**src/sv/lzwc_fifo.sv**
```systemverilog
// Small first-in first-out queue of fixed-width words.
module lzwc_fifo #(
  parameter int unsigned W     = 8,
  parameter int unsigned DEPTH = 2
) (
  input  logic         clk_i,
  input  logic         rst_ni,
  input  logic         push_i,
  input  logic [W-1:0] data_i,
  output logic         full_o,
  input  logic         pop_i,
  output logic [W-1:0] data_o,
  output logic         empty_o
);

  localparam int unsigned PW = (DEPTH > 1) ? $clog2(DEPTH) : 1;
  localparam int unsigned CW = $clog2(DEPTH + 1);

  logic [W-1:0]  slot_q [DEPTH];
  logic [PW-1:0] wr_q, wr_d, rd_q, rd_d;
  logic [CW-1:0] cnt_q, cnt_d;
  logic          do_push, do_pop;

  assign full_o  = (cnt_q == CW'(DEPTH));
  assign empty_o = (cnt_q == '0);
  assign do_push = push_i && !full_o;
  assign do_pop  = pop_i && !empty_o;
  assign data_o  = slot_q[rd_q];

  // Advance pointers with wrap at the depth
  always_comb begin
    wr_d  = wr_q;
    rd_d  = rd_q;
    cnt_d = cnt_q;
    if (do_push) wr_d = (wr_q == PW'(DEPTH - 1)) ? '0 : wr_q + PW'(1);
    if (do_pop)  rd_d = (rd_q == PW'(DEPTH - 1)) ? '0 : rd_q + PW'(1);
    if (do_push && !do_pop) cnt_d = cnt_q + CW'(1);
    if (!do_push && do_pop) cnt_d = cnt_q - CW'(1);
  end

  always_ff @(posedge clk_i or negedge rst_ni) begin
    if (!rst_ni) begin
      wr_q  <= '0;
      rd_q  <= '0;
      cnt_q <= '0;
    end else begin
      wr_q  <= wr_d;
      rd_q  <= rd_d;
      cnt_q <= cnt_d;
    end
  end

  // Store the incoming beat
  always_ff @(posedge clk_i) begin
    if (do_push) slot_q[wr_q] <= data_i;
  end

endmodule

```
**config.mk**
```make
export PLATFORM = sky130hd
export DESIGN_NAME = lzwc_fifo
export DESIGN_NICKNAME = d
export VERILOG_FILES = /design/src/sv/lzwc_fifo.sv
export SDC_FILE = /design/constraint.sdc
export NUM_CORES = 1
export LEC_CHECK = 0
export BUFFER_PORTS_ARGS = -buffer_cell sky130_fd_sc_hd__buf_2
export CAP_MARGIN = 30
export CELL_PAD_IN_SITES_DETAIL_PLACEMENT = 0
export CELL_PAD_IN_SITES_GLOBAL_PLACEMENT = 1
export CORE_MARGIN = 8
export CORE_UTILIZATION = 30
export DETAILED_ROUTE_END_ITERATION = 10
export PLACE_DENSITY_LB_ADDON = 0.1
export RECOVER_POWER = 25
export REMOVE_ABC_BUFFERS = 1
export SLEW_MARGIN = 10
export SYNTH_ARGS = -nofsm -noshare
export SYNTH_HDL_FRONTEND = slang
export SYNTH_SLANG_ARGS = --single-unit
```
**constraint.sdc**
```tcl
create_clock -name clk_i -period 1.4 [get_ports clk_i]
set_input_delay 0.21 -clock clk_i [delete_from_list [all_inputs] [get_ports clk_i]]
set_output_delay 0.21 -clock clk_i [all_outputs]
set_load 0.02 [all_outputs]
```
# [After elaboration in Yosys (flattened, before gate mapping)]
# Memory sizes are Yosys's and may differ from the RTL's.
# Index checks and enable logic that the tools add are counted.
# W data, S select, Z words.
[totals] ram_bits=16 output_inout_bits=10 reg_bits=4 in_bits=12 memories=1
[classes] reduce_logical=10 n_mux=6 n_addsub=4 n_eq_ne=1
[memory_table] memory="slot_q" words=2 width=8 read_ports=1 rd_ports_with_merged_regs=0 wr=1 line_no="19" text="logic [W-1:0] slot_q [DEPTH];"
[ops] op="$logic_and A1 B1 Y1" n=4
[ops] op="$logic_not A1 Y1" n=4
[ops] op="$mux W1" n=4
[ops] op="$mux W2" n=2
[ops] op="$add A1 B1 Y1 const B" n=2
[ops] op="$add A2 B1 Y2 const B" n=1
[ops] op="$eq A2 B2 Y1 const B" n=1
[ops] op="$logic_not A2 Y1" n=1
[ops] op="$reduce_bool A2 Y1" n=1
[ops] op="$sub A2 B1 Y2 const B" n=1

# [Depth between registers and ports, before layout]
[logic_depth] word_depth=7 mapped_depth=6 mapped_depth_nobuf=6

# [Least setup slack after synthesis]
# Ideal clock, no wire load.
[synth_path] path_type="register to register" from="register cnt_q[0]" to="register cnt_q[1]" stages_incl_launch_ff=6 t_required_ns=1.321 setup_time_ns=0.079 n_path_buf=0 arrival_time_ns=1.431 setup_slack_ns=-0.110 period_less_slack_ns=1.510 path_cell_list="dfrtp_1 -> nor2_1 -> nor2b_2 -> ha_1 -> nor2_1 -> xor2_1"
[synth_via] elab_chain_cells=6
[synth_rtl] item="from (decl)" line_no="21" text="logic [CW-1:0] cnt_q, cnt_d;"
[synth_rtl] item="from (signal assigned)" line_no="49" text="cnt_q <= cnt_d;"
[synth_rtl] item="$logic_not A2 Y1 (*)" line_no="25" text="assign empty_o = (cnt_q == '0);"
[synth_rtl] item="via empty_o" line_no="13" text="output logic empty_o"
[synth_rtl] item="$logic_not A1 Y1 (*)" line_no="27" text="assign do_pop = pop_i && !empty_o;"
[synth_rtl] item="$logic_and A1 B1 Y1 (*)" line_no="27"
[synth_rtl] item="via do_pop" line_no="22" text="logic do_push, do_pop;"
[synth_rtl] item="$logic_not A1 Y1" line_no="37" text="if (do_push && !do_pop) cnt_d = cnt_q + CW'(1);"
[synth_rtl] item="$logic_and A1 B1 Y1" line_no="37"
[synth_rtl] item="$reduce_bool A2 Y1 (no line)"
# The timed path passes the listed nets; every way through them passes the cells marked *. The select of a mux whose other input is x is not followed.
# A chain may end at the register's enable or synchronous reset.

# [Worst setup path in the final report]
[layout_path] from="register rd_q" to="output data_o[7]"
[layout_via] elab_chain_cells=1
[layout_rtl] item="from (decl)" line_no="20" text="logic [PW-1:0] wr_q, wr_d, rd_q, rd_d;"
[layout_rtl] item="from (signal assigned)" line_no="48" text="rd_q <= rd_d;"
[layout_rtl] item="$mem_v2 Z2 W8"
[layout_rtl] item="to (decl)" line_no="12" text="output logic [W-1:0] data_o,"
# Every way passes these cells.

==> metrics.txt <==
status finished with violations; failing checks setup timing; Num CTS Buffers 3; post-route ant nets 0; max_cap viols 0; max_slew headroom 0.7234; final net count 90; final setup fails 8; synth warn 0; pin count of the biggest net entering global routing 12; Leak 0.4712 nW; first-pass GRT wire length 2311 um; fraction of layout cells with a size suffix above 1 0.5789; CTS tree yes; PwrDens 2172 nW/um^2; Die H 66.81 um; synthesis-stage register bit count 20; Final Hold Fails 0; die footprint 4464 sq um; dpl ws between 40 and 50 ps; total power 2.413 mW; gr usage total 0.07098; non-filler instance count after layout between 100 and 150; initial antenna violation count 0; Cell Area, Synth 774.5 sq um; post-synthesis cell type count 13; actual slew at the worst max-slew pin 415.0 ps; core area 2455 sq um; # IOs 22; average routed wire per standard cell 13.57 um; ANT cells 0; Worst-path clk slew 100 ps; Post-route DRC 0; Clock Sinks 20; RSZ-0062 raised after global routing yes; Rows 18; final period utilization 1.077; Psw 0.7942 mW; Synth Instances 43; Highest Clock Rate 663.4 MHz; syn avg cell area between 15 and 20 sq um; peak fanout along the critical path 4; final-report max-slew violation count 0; Peak VDD IR 973.4 uV; worst hold path class in -> reg; drt total wl 1438 um; clock root cell clkbuf_4; Die Width 66.81 um; combinational group share of total power 0.510; Seq pwr share 0.377; final setup margin -107.5 ps; Via-to-Cell Ratio 4.132; GRT Residual Overflow 0; Initial Utilization 0.3155; clk_lat worst skew 290 ps; drt pass-1 iters 3; Hold Path Stages 1; Startpoint Class flip-flop; clk buf depth 2; Vias 438; Seq/Total Area, Yosys 0.7496; H-Tree Depth 1; port bufs 21; HPWL Detailed 1005 um; Worst R2R Path Depth 2; minimum clock period between 1500 and 2000 ps; final setup TNS -831.3 ps; Iter 0 DRT Violations 6; Internal Power 1.619 mW; Clock Skew between 0.7 and 0.8 ps; Synth-to-Final Area Change 43.46%; CP endpoint kind output port; Clock power frac 0.113; CP arrival between 1000 and 1500 ps; Setup CP Type reg -> out; worst path required time 1190 ps; post-layout util 0.4526; vias in the first global route 488; sw frac 0.3291; RePlAce Congestion ~0.65; Inst Count DP 96
## power groups by stage
stage	combinational [mW]	clock [mW]	sequential, mW
after floorplan	0.506	0	0.931
after global placement	0.783	0	0.956
after detailed placement	0.769	0	0.959
after CTS	1.19	0.286	0.911
after global routing	1.33	0.321	0.931
final	1.23	0.273	0.910
## cells in the final DEF, fill, tap and decap left out
cell	Yosys	layout
and3_1	1	1
buf_2	1	12
buf_4	0	6
buf_6	0	10
clkbuf_1	0	2
clkbuf_4	0	3
dfrtp_1	4	3
dfrtp_2	0	1
dlygate4sd3_1	0	1
edfxtp_1	16	16
ha_4	0	1
inv_1	1	1
mux2_4	0	8
nand2_2	1	1
nand2b_1	1	1
nor2_1	3	2
nor2_2	0	1
nor2b_2	1	1
xnor2_1	3	3
xor2_1	2	2
## worst max-delay path, stage by stage, from the launching register on
cell and delay [ps]:
dfrtp_2 440, buf_6 140, mux2_4 300, buf_6 130
## stage by stage
stage / area (sq um) / hold slack, ps
floorplan: 769.5 / -85.59
global placement: 934.6 / 29.19
detailed placement: 934.6 / 27.18
CTS: 1090 / 86.09
global route: 1111 / 64.30
finish: 1111 / 97.22
## worst paths after layout
kind                                 from  slack, ps      endpoint
max in group asynchronous          rst_ni       1030          rd_q
worst min register to register       wr_q        510          wr_q
worst max-delay path                 rd_q       -110     data_o[7]
worst max register to register   cnt_q[1]         90  slot_q[1][4]
min in group asynchronous          rst_ni        240      cnt_q[0]
worst min-delay path            data_i[3]        100  slot_q[0][3]
## sequential cells by signal (all words and copies together) (netlist names)
signal and flops:
slot_q 16, cnt_q 2, wr_q 1, rd_q 1
## Yosys cell counts
cell type | number | area [sq um]
nand2_2 | 1 | 6.260
dfrtp_1 | 4 | 100.1
nand2b_1 | 1 | 6.260
ha_1 | 1 | 12.51
xnor2_1 | 3 | 26.28
nor2_1 | 3 | 11.26
buf_2 | 1 | 5.000
nor2b_2 | 1 | 8.760
inv_1 | 1 | 3.750
edfxtp_1 | 16 | 480.5
xor2_1 | 2 | 17.52
and3_1 | 1 | 6.260
mux2_1 | 8 | 90.09
## area by class of cell
cell class	count	area, sq um
Clock buffer	4	26.28
Fill cell	231	1344
Tap cell	30	37.54
Timing Repair Buffer	30	231.5
Inverter	1	3.754
Sequential cell	20	581.8
Multi-Input combinational cell	21	230.2
## metal layers
metal / share of wire / GRT usage / wire length [um] / vias to the layer above
met5: 0 / 0 / 0 / -
met4: 0.011 / 0.04000 / 16 / 0
met3: 0.058 / 0.02349 / 84 / 2
met2: 0.47 / 0.1063 / 683 / 12
met1: 0.45 / 0.08700 / 653 / 204
li1: - / - / - / 220
## logic make-up after synthesis
kind of cell / after synthesis / share of synthesized area
flops: 20 / 0.7496
mux: 8 / 0.1163
simple gates: 7 / 0.05010
xor+xnor: 5 / 0.05655
buf+inv: 2 / 0.01130
fa+ha+maj: 1 / 0.01615
## timing repair
action	CTS	global route
resized for setup	29	2
endpoints found under the setup margin	8	17
hold buffers	1	0
setup buffers	4	1
hold endpoints to repair	4	0
No activity file was read; power rests on OpenSTA's default activity.
