File: src/sv/lzwc_pkg.sv
// Shared types and constants of the LZW byte compressor.
package lzwc_pkg;

  localparam int unsigned BASE_CODES     = 256;
  localparam int unsigned START_WIDTH    = 8;
  localparam int unsigned MAX_WIDTH      = 16;
  localparam int unsigned CODE_W         = 16;
  localparam int unsigned LEN_W          = 32;
  localparam int unsigned MAX_STEP_BYTES = 4;

  // One message byte as the back end sees it
  typedef struct packed {
    logic [7:0] data_byte;
    logic       last;
    logic       first;
  } in_item_t;

  // One packed output byte
  typedef struct packed {
    logic [7:0]       packed_byte;
    logic             final_byte;
    logic [LEN_W-1:0] compressed_length;
  } out_item_t;

  typedef enum logic [2:0] {
    ST_IDLE,
    ST_SCAN,
    ST_EMIT,
    ST_ADD,
    ST_PAD,
    ST_FLUSH
  } back_state_e;

endpackage

File: src/sv/lzwc_fifo.sv
// Small first-in first-out queue of fixed-width words.
module lzwc_fifo #(
  parameter int unsigned W     = 8,
  parameter int unsigned DEPTH = 2
) (
  input  logic         clk_i,
  input  logic         rst_ni,
  input  logic         push_i,
  input  logic [W-1:0] data_i,
  output logic         full_o,
  input  logic         pop_i,
  output logic [W-1:0] data_o,
  output logic         empty_o
);

  localparam int unsigned PW = (DEPTH > 1) ? $clog2(DEPTH) : 1;
  localparam int unsigned CW = $clog2(DEPTH + 1);

  logic [W-1:0]  slot_q [DEPTH];
  logic [PW-1:0] wr_q, wr_d, rd_q, rd_d;
  logic [CW-1:0] cnt_q, cnt_d;
  logic          do_push, do_pop;

  assign full_o  = (cnt_q == CW'(DEPTH));
  assign empty_o = (cnt_q == '0);
  assign do_push = push_i && !full_o;
  assign do_pop  = pop_i && !empty_o;
  assign data_o  = slot_q[rd_q];

  // Advance pointers with wrap at the depth
  always_comb begin
    wr_d  = wr_q;
    rd_d  = rd_q;
    cnt_d = cnt_q;
    if (do_push) wr_d = (wr_q == PW'(DEPTH - 1)) ? '0 : wr_q + PW'(1);
    if (do_pop)  rd_d = (rd_q == PW'(DEPTH - 1)) ? '0 : rd_q + PW'(1);
    if (do_push && !do_pop) cnt_d = cnt_q + CW'(1);
    if (!do_push && do_pop) cnt_d = cnt_q - CW'(1);
  end

  always_ff @(posedge clk_i or negedge rst_ni) begin
    if (!rst_ni) begin
      wr_q  <= '0;
      rd_q  <= '0;
      cnt_q <= '0;
    end else begin
      wr_q  <= wr_d;
      rd_q  <= rd_d;
      cnt_q <= cnt_d;
    end
  end

  // Store the incoming beat
  always_ff @(posedge clk_i) begin
    if (do_push) slot_q[wr_q] <= data_i;
  end

endmodule

File: src/sv/lzwc_front.sv
// Input queue of the compressor; tags the first byte of each message.
module lzwc_front (
  input  logic               clk_i,
  input  logic               rst_ni,
  input  logic               push_i,
  input  logic [7:0]         data_byte_i,
  input  logic               last_i,
  output logic               full_o,
  output lzwc_pkg::in_item_t item_o,
  output logic               item_valid_o,
  input  logic               item_take_i
);

  logic [8:0] q_data;
  logic       q_empty;
  logic       first_q, first_d;

  lzwc_fifo #(
    .W    (9),
    .DEPTH(2)
  ) u_in_q (
    .clk_i  (clk_i),
    .rst_ni (rst_ni),
    .push_i (push_i),
    .data_i ({data_byte_i, last_i}),
    .full_o (full_o),
    .pop_i  (item_take_i),
    .data_o (q_data),
    .empty_o(q_empty)
  );

  // Classify: a byte after a final byte (or after reset) opens a message
  always_comb begin
    item_o.data_byte = q_data[8:1];
    item_o.last      = q_data[0];
    item_o.first     = first_q;
    item_valid_o     = !q_empty;
    first_d          = first_q;
    if (item_take_i && !q_empty) first_d = q_data[0];
  end

  always_ff @(posedge clk_i or negedge rst_ni) begin
    if (!rst_ni) first_q <= 1'b1;
    else         first_q <= first_d;
  end

endmodule

File: config.mk
export PLATFORM = sky130hd
export DESIGN_NAME = lzwc_front
export DESIGN_NICKNAME = d
export VERILOG_FILES = /design/src/sv/lzwc_pkg.sv /design/src/sv/lzwc_fifo.sv /design/src/sv/lzwc_front.sv
export SDC_FILE = /design/constraint.sdc
export NUM_CORES = 1
export LEC_CHECK = 0
export BUFFER_PORTS_ARGS = -buffer_cell sky130_fd_sc_hd__buf_4
export CAP_MARGIN = 10
export CORE_MARGIN = 3
export CORE_UTILIZATION = 44
export CTS_BUF_LIST = sky130_fd_sc_hd__clkbuf_4 sky130_fd_sc_hd__clkbuf_8 sky130_fd_sc_hd__clkbuf_16
export DETAILED_ROUTE_END_ITERATION = 8
export HOLD_SLACK_MARGIN = 0.06
export PLACE_DENSITY_LB_ADDON = 0.1
export SYNTH_ARGS = -nofsm -noshare
export SYNTH_HDL_FRONTEND = slang
export SYNTH_SLANG_ARGS = --single-unit
export TNS_END_PERCENT = 20
File: constraint.sdc
create_clock -name clk_i -period 1.3 [get_ports clk_i]
set_input_delay 0.13 -clock clk_i [delete_from_list [all_inputs] [get_ports clk_i]]
set_output_delay 0.13 -clock clk_i [all_outputs]
set_load 0.05 [all_outputs]
Word level (Yosys, flattened, before mapping)
Memory sizes are Yosys's and may differ from the RTL's.
Cells that the tools add are included.
W data, S select, Z words.
{"block": "classes", "add_sub_neg": 4, "eq_ne": 1, "n_mux": 6, "reduce_logical": 10}
{"cell": "$logic_and A1 B1 Y1", "count": 4}
{"cell": "$logic_not A1 Y1", "count": 4}
{"cell": "$mux W1", "count": 4}
{"cell": "$mux W2", "count": 2}
{"cell": "$add A1 B1 Y1 const B", "count": 2}
{"cell": "$add A2 B1 Y2 const B", "count": 1}
{"cell": "$eq A2 B2 Y1 const B", "count": 1}
{"cell": "$logic_not A2 Y1", "count": 1}
{"cell": "$reduce_bool A2 Y1", "count": 1}
{"cell": "$sub A2 B1 Y2 const B", "count": 1}
{"block": "totals", "register_bits": 5, "mem_bits_rw": 18, "input_bits": 13, "output_inout_bits": 12, "word_cells": 26, "mem_count": 1}
{"name": "u_in_q.slot_q", "depth": 2, "width": 9, "rd": 1, "rd_ports_with_merged_regs": 0, "wr": 1, "line": "lzwc_fifo.sv:19", "source": "logic [W-1:0] slot_q [DEPTH];"}

Logic depth before layout (Yosys ltp)
{"block": "logic_depth", "ltp_word": 7, "depth_mapped": 7, "ltp_nobuf": 7}

By module
A second synthesis with hierarchy kept.
{"block": "unflattened", "hier_cells": 51, "hier_area_um2": 904.6}
{"mod": "lzwc_fifo", "instances": 1, "cells_each": 46, "area_per_inst_um2": 845.8, "seq_area_each_um2": 640.6}
{"mod": "lzwc_front", "instances": 1, "cells_each": 5, "area_per_inst_um2": 58.8, "seq_area_each_um2": 26.3}

Least setup slack after synthesis
No wires, ideal clock.
{"block": "synth_timing", "path_type": "register to register", "from": "register u_in_q.cnt_q[0]", "to": "register u_in_q.cnt_q[1]", "setup_ps": 79, "t_arrival_ps": 1628, "required_time_ps": 1221, "slack_ps": -407, "stages_incl_launch_ff": 7, "path_buffers": 0, "period_less_slack_ps": 1707, "path_cell_list": "dfrtp_1 > or2_1 > nand2_1 > inv_1 > ha_1 > nor2_1 > xor2_1"}
{"block": "synth_via", "elab_chain_len": 6, "elab_cells_between_ends": 15}
{"item": "start, declared", "line": "lzwc_fifo.sv:21", "source": "logic [CW-1:0] cnt_q, cnt_d;"}
{"item": "start signal, assigned", "line": "lzwc_fifo.sv:49", "source": "cnt_q <= cnt_d;"}
{"item": "$logic_not A2 Y1 *", "line": "lzwc_fifo.sv:25", "source": "assign empty_o = (cnt_q == '0);"}
{"item": "$logic_not A1 Y1 *"}
{"item": "named net item_valid_o", "line": "lzwc_front.sv:10", "source": "output logic item_valid_o,"}
{"item": "$logic_and A1 B1 Y1 *", "line": "lzwc_fifo.sv:27", "source": "assign do_pop = pop_i && !empty_o;"}
{"item": "named net u_in_q.do_pop", "line": "lzwc_fifo.sv:22", "source": "logic do_push, do_pop;"}
{"item": "$logic_not A1 Y1", "line": "lzwc_fifo.sv:37", "source": "if (do_push && !do_pop) cnt_d = cnt_q + CW'(1);"}
{"item": "$logic_and A1 B1 Y1", "line": "lzwc_fifo.sv:37"}
{"item": "$reduce_bool A2 Y1 (no line)"}
Mark *: on every way through the listed nets, which the timed path passes. The rest lies on a longest branch. The select of a mux whose other input is x is not followed.
A chain may end at the register's enable or synchronous reset.

==> impl_results.md <==
* Run status: complete, but fails checks
* Failing checks: negative setup slack
* Final setup fails at 10
* Setup ws final at -0.171 ns
* Logic pwr share at 59.1%
* Reg2reg path depth at 7
* Crit. End Element: primary output
* Pre-antenna DRT Iters at 4
* Cell variety after synth at 16
* Register Area at between 600 and 700 um^2
* RD Place Congestion at 0.686
* Drt wl/cell at about 14 um
* Clock slew seen by the registers of the worst setup and hold paths at 0.12 ns
* First-pass GRT wire length at 2620 um
* Multi-input gate area at 265 um^2
* CP arrival at 1.34 ns
* Most frequent cells in the layout: 20 x buf_4, 18 x edfxtp_1, 10 x dlygate4sd3_1, 7 x mux2_4, 7 x buf_6
* Tot GR Track Use at 14.1%
* Starting Density at 49.4%
* Clock H-tree levels at 1
* Sw frac at 39.9%
* Commonest non-fill, non-tap cell in the layout: buf_4
* Clk sink count at 23
* Clock Path Buffers at 2
* Switching pwr at 1.42 mW
* Startpoint Class: flip-flop
* Fmax at 680 MHz
* YS warnings at 0
* Relative slew slack at 84.4%
* Total CTS buffers at 3
* CP Data Required Time at about 1.2 ns
* Final WL at 1630 um
* Nets at 110
* Sequential share of the synthesized area at between 70% and 80%
* CTS tree: done
* Syn nets at 64
* Total gr overflow at 0
* Site Rows at 15
* Synthesized area at 900 um^2
* Area grow syn2layout at 57.6%
* Syn Inst Count at 50
* Die height at 51.2 um
* I/O Buffers at 24
* Largest net degree at the start of global routing at 14
* Routed vias at about 560
* Initial antenna violation count at 0
* Die Width at 51.2 um
* Routed Antenna Nets at 0
* Fin crit share at 113%
* Fillers at 108
* Final hold viol count at 0
* Initial drt markers at 2
* Syn_area_per_cell at 18.0 um^2
* Yosys reg bits at 23
* Die area at 2620 um^2
* P_int at 2.14 mW
* Drc violations at 0
* Crit Path Category: flip-flop to primary output
* Via density at around 4.7
* Core area at 1820 um^2
* Worst slew pin tran at 0.233 ns
* Clock network power share at slightly below 9%
* RSZ-0062 raised after global routing: true
* Clk_skew at 0.00243 ns
* Crit path time final at 1.47 ns
* Reg-to-reg slack, setup at -0.15 ns
* Non-Filler Instances at 120
* Crit-path max FO at 5
* Vias in the first global route at 609
* Clock root buffer: clkbuf_4
* Max Slew Vio Count at 0
* Worst IR Drop VDD at 1950 uV
* Pwr Total at about 3.6 mW
* Maxcap violations at 0
* Share of cells above drive strength 1 at 58.9%
* Class of the worst hold path: primary input to async pin
* Placed cell count at about 100
* Antenna cell count at 0
* Leak Pwr at 0.601 nW
* Worst-Skew Late Latency at approximately 0.30 ns
* Sequential Power Share at 32.1%
* # IOs at 25
* Util after Layout at 77.9%
* PwrDens at 2510 nW/um^2
-- kinds of logic (layout without fill, tap and decap cells) --
kind of cell,after synthesis,in the layout,synth area share (%)
muxes,10,10,12.9
adders and majority gates,1,1,1.39
xor gates and xnor gates,5,5,4.87
and+or+nand+nor,7,7,3.76
DFF,23,23,74.1
buffers and inverters,4,49,2.92
-- worst paths after layout --
check                                startpoint         endpoint
worst max-delay path                u_in_q.rd_q        item_o[1]
worst min-delay path                     rst_ni  u_in_q.cnt_q[0]
worst max register to register  u_in_q.cnt_q[1]  u_in_q.cnt_q[1]
worst min register to register      u_in_q.wr_q      u_in_q.wr_q
max in group asynchronous                rst_ni          first_q
min in group clk_i                       push_i      u_in_q.wr_q
-- Yosys cell counts --
cell type   n  area share [%]
edfxtp_1   18              60
mux2_2      9              11
dfrtp_1     4              11
xnor2_1     4             3.9
inv_1       2            0.83
nand2_1     2            0.83
nor2_1      2            0.83
and3_1      1            0.70
buf_4       1            0.83
buf_6       1             1.3
dfstp_2     1             2.9
ha_1        1             1.4
mux2_4      1             1.7
nand2b_1    1            0.70
or2_1       1            0.70
xor2_1      1            0.97
-- critical path, stage by stage, from the launching register on --
cell and delay, ns:
dfrtp_1 0.43, buf_6 0.15, mux2_4 0.31, buf_6 0.16
-- sequential cells by signal (all words and copies together), names as in the netlist --
name           count
first_q            1
u_in_q.cnt_q       2
u_in_q.rd_q        1
u_in_q.slot_q     18
u_in_q.wr_q        1
-- per-stage QoR --
stage | TNS, ns | worst slack (ns) | hold slack [ns] | area, um^2
floorplan | -1.64 | -0.177 | -0.166 | 922
global placement | -0.350 | -0.0356 | -0.0637 | 1170
detailed placement | -0.608 | -0.0642 | -0.0621 | 1170
CTS | -1.63 | -0.180 | 0.137 | 1390
global route | -2.17 | -0.225 | 0.146 | 1420
finish | -1.60 | -0.171 | 0.150 | 1420
-- layer usage --
metal / vias to the layer above / share of wire, % / global-route usage [%]
li1: 267 / - / -
met1: 275 / 38 / 13.9
met2: 18 / 56 / 28.3
met3: 2 / 4.4 / 2.62
met4: 0 / 0.73 / 5.24
met5: - / 0 / 0
-- power by group through the flow --
| stage | Combinational [mW] | Sequential, mW | Clock (mW) |
|---|---|---|---|
| 5_1_grt | 2.19 | 1.17 | 0.364 |
| 4_1_cts | 2.02 | 1.13 | 0.323 |
| 3_3_place_gp | 1.69 | 1.13 | 0 |
| 3_5_place_dp | 1.71 | 1.14 | 0 |
| 6_report | 2.10 | 1.15 | 0.313 |
| 2_1_floorplan | 1.24 | 1.13 | 0 |
-- cell type report --
type | instances | area share, %
sequential | 23 | 47.0
timing repair buffer | 43 | 29.6
multi-input combinational | 23 | 18.7
tap | 25 | 2.21
clock buffer | 3 | 1.59
inverter | 2 | 0.530
clock inverter | 1 | 0.353
-- what timing repair did --
action | CTS | global route
endpoints found under the setup margin | 22 | 21
resized for setup | 24 | 5
hold endpoints to repair | 23 | 0
buffers inserted | 1 | 1
hold buffers | 10 | 0
pin swaps | 0 | 2
Note: power is estimated with default switching activity, not from simulation.
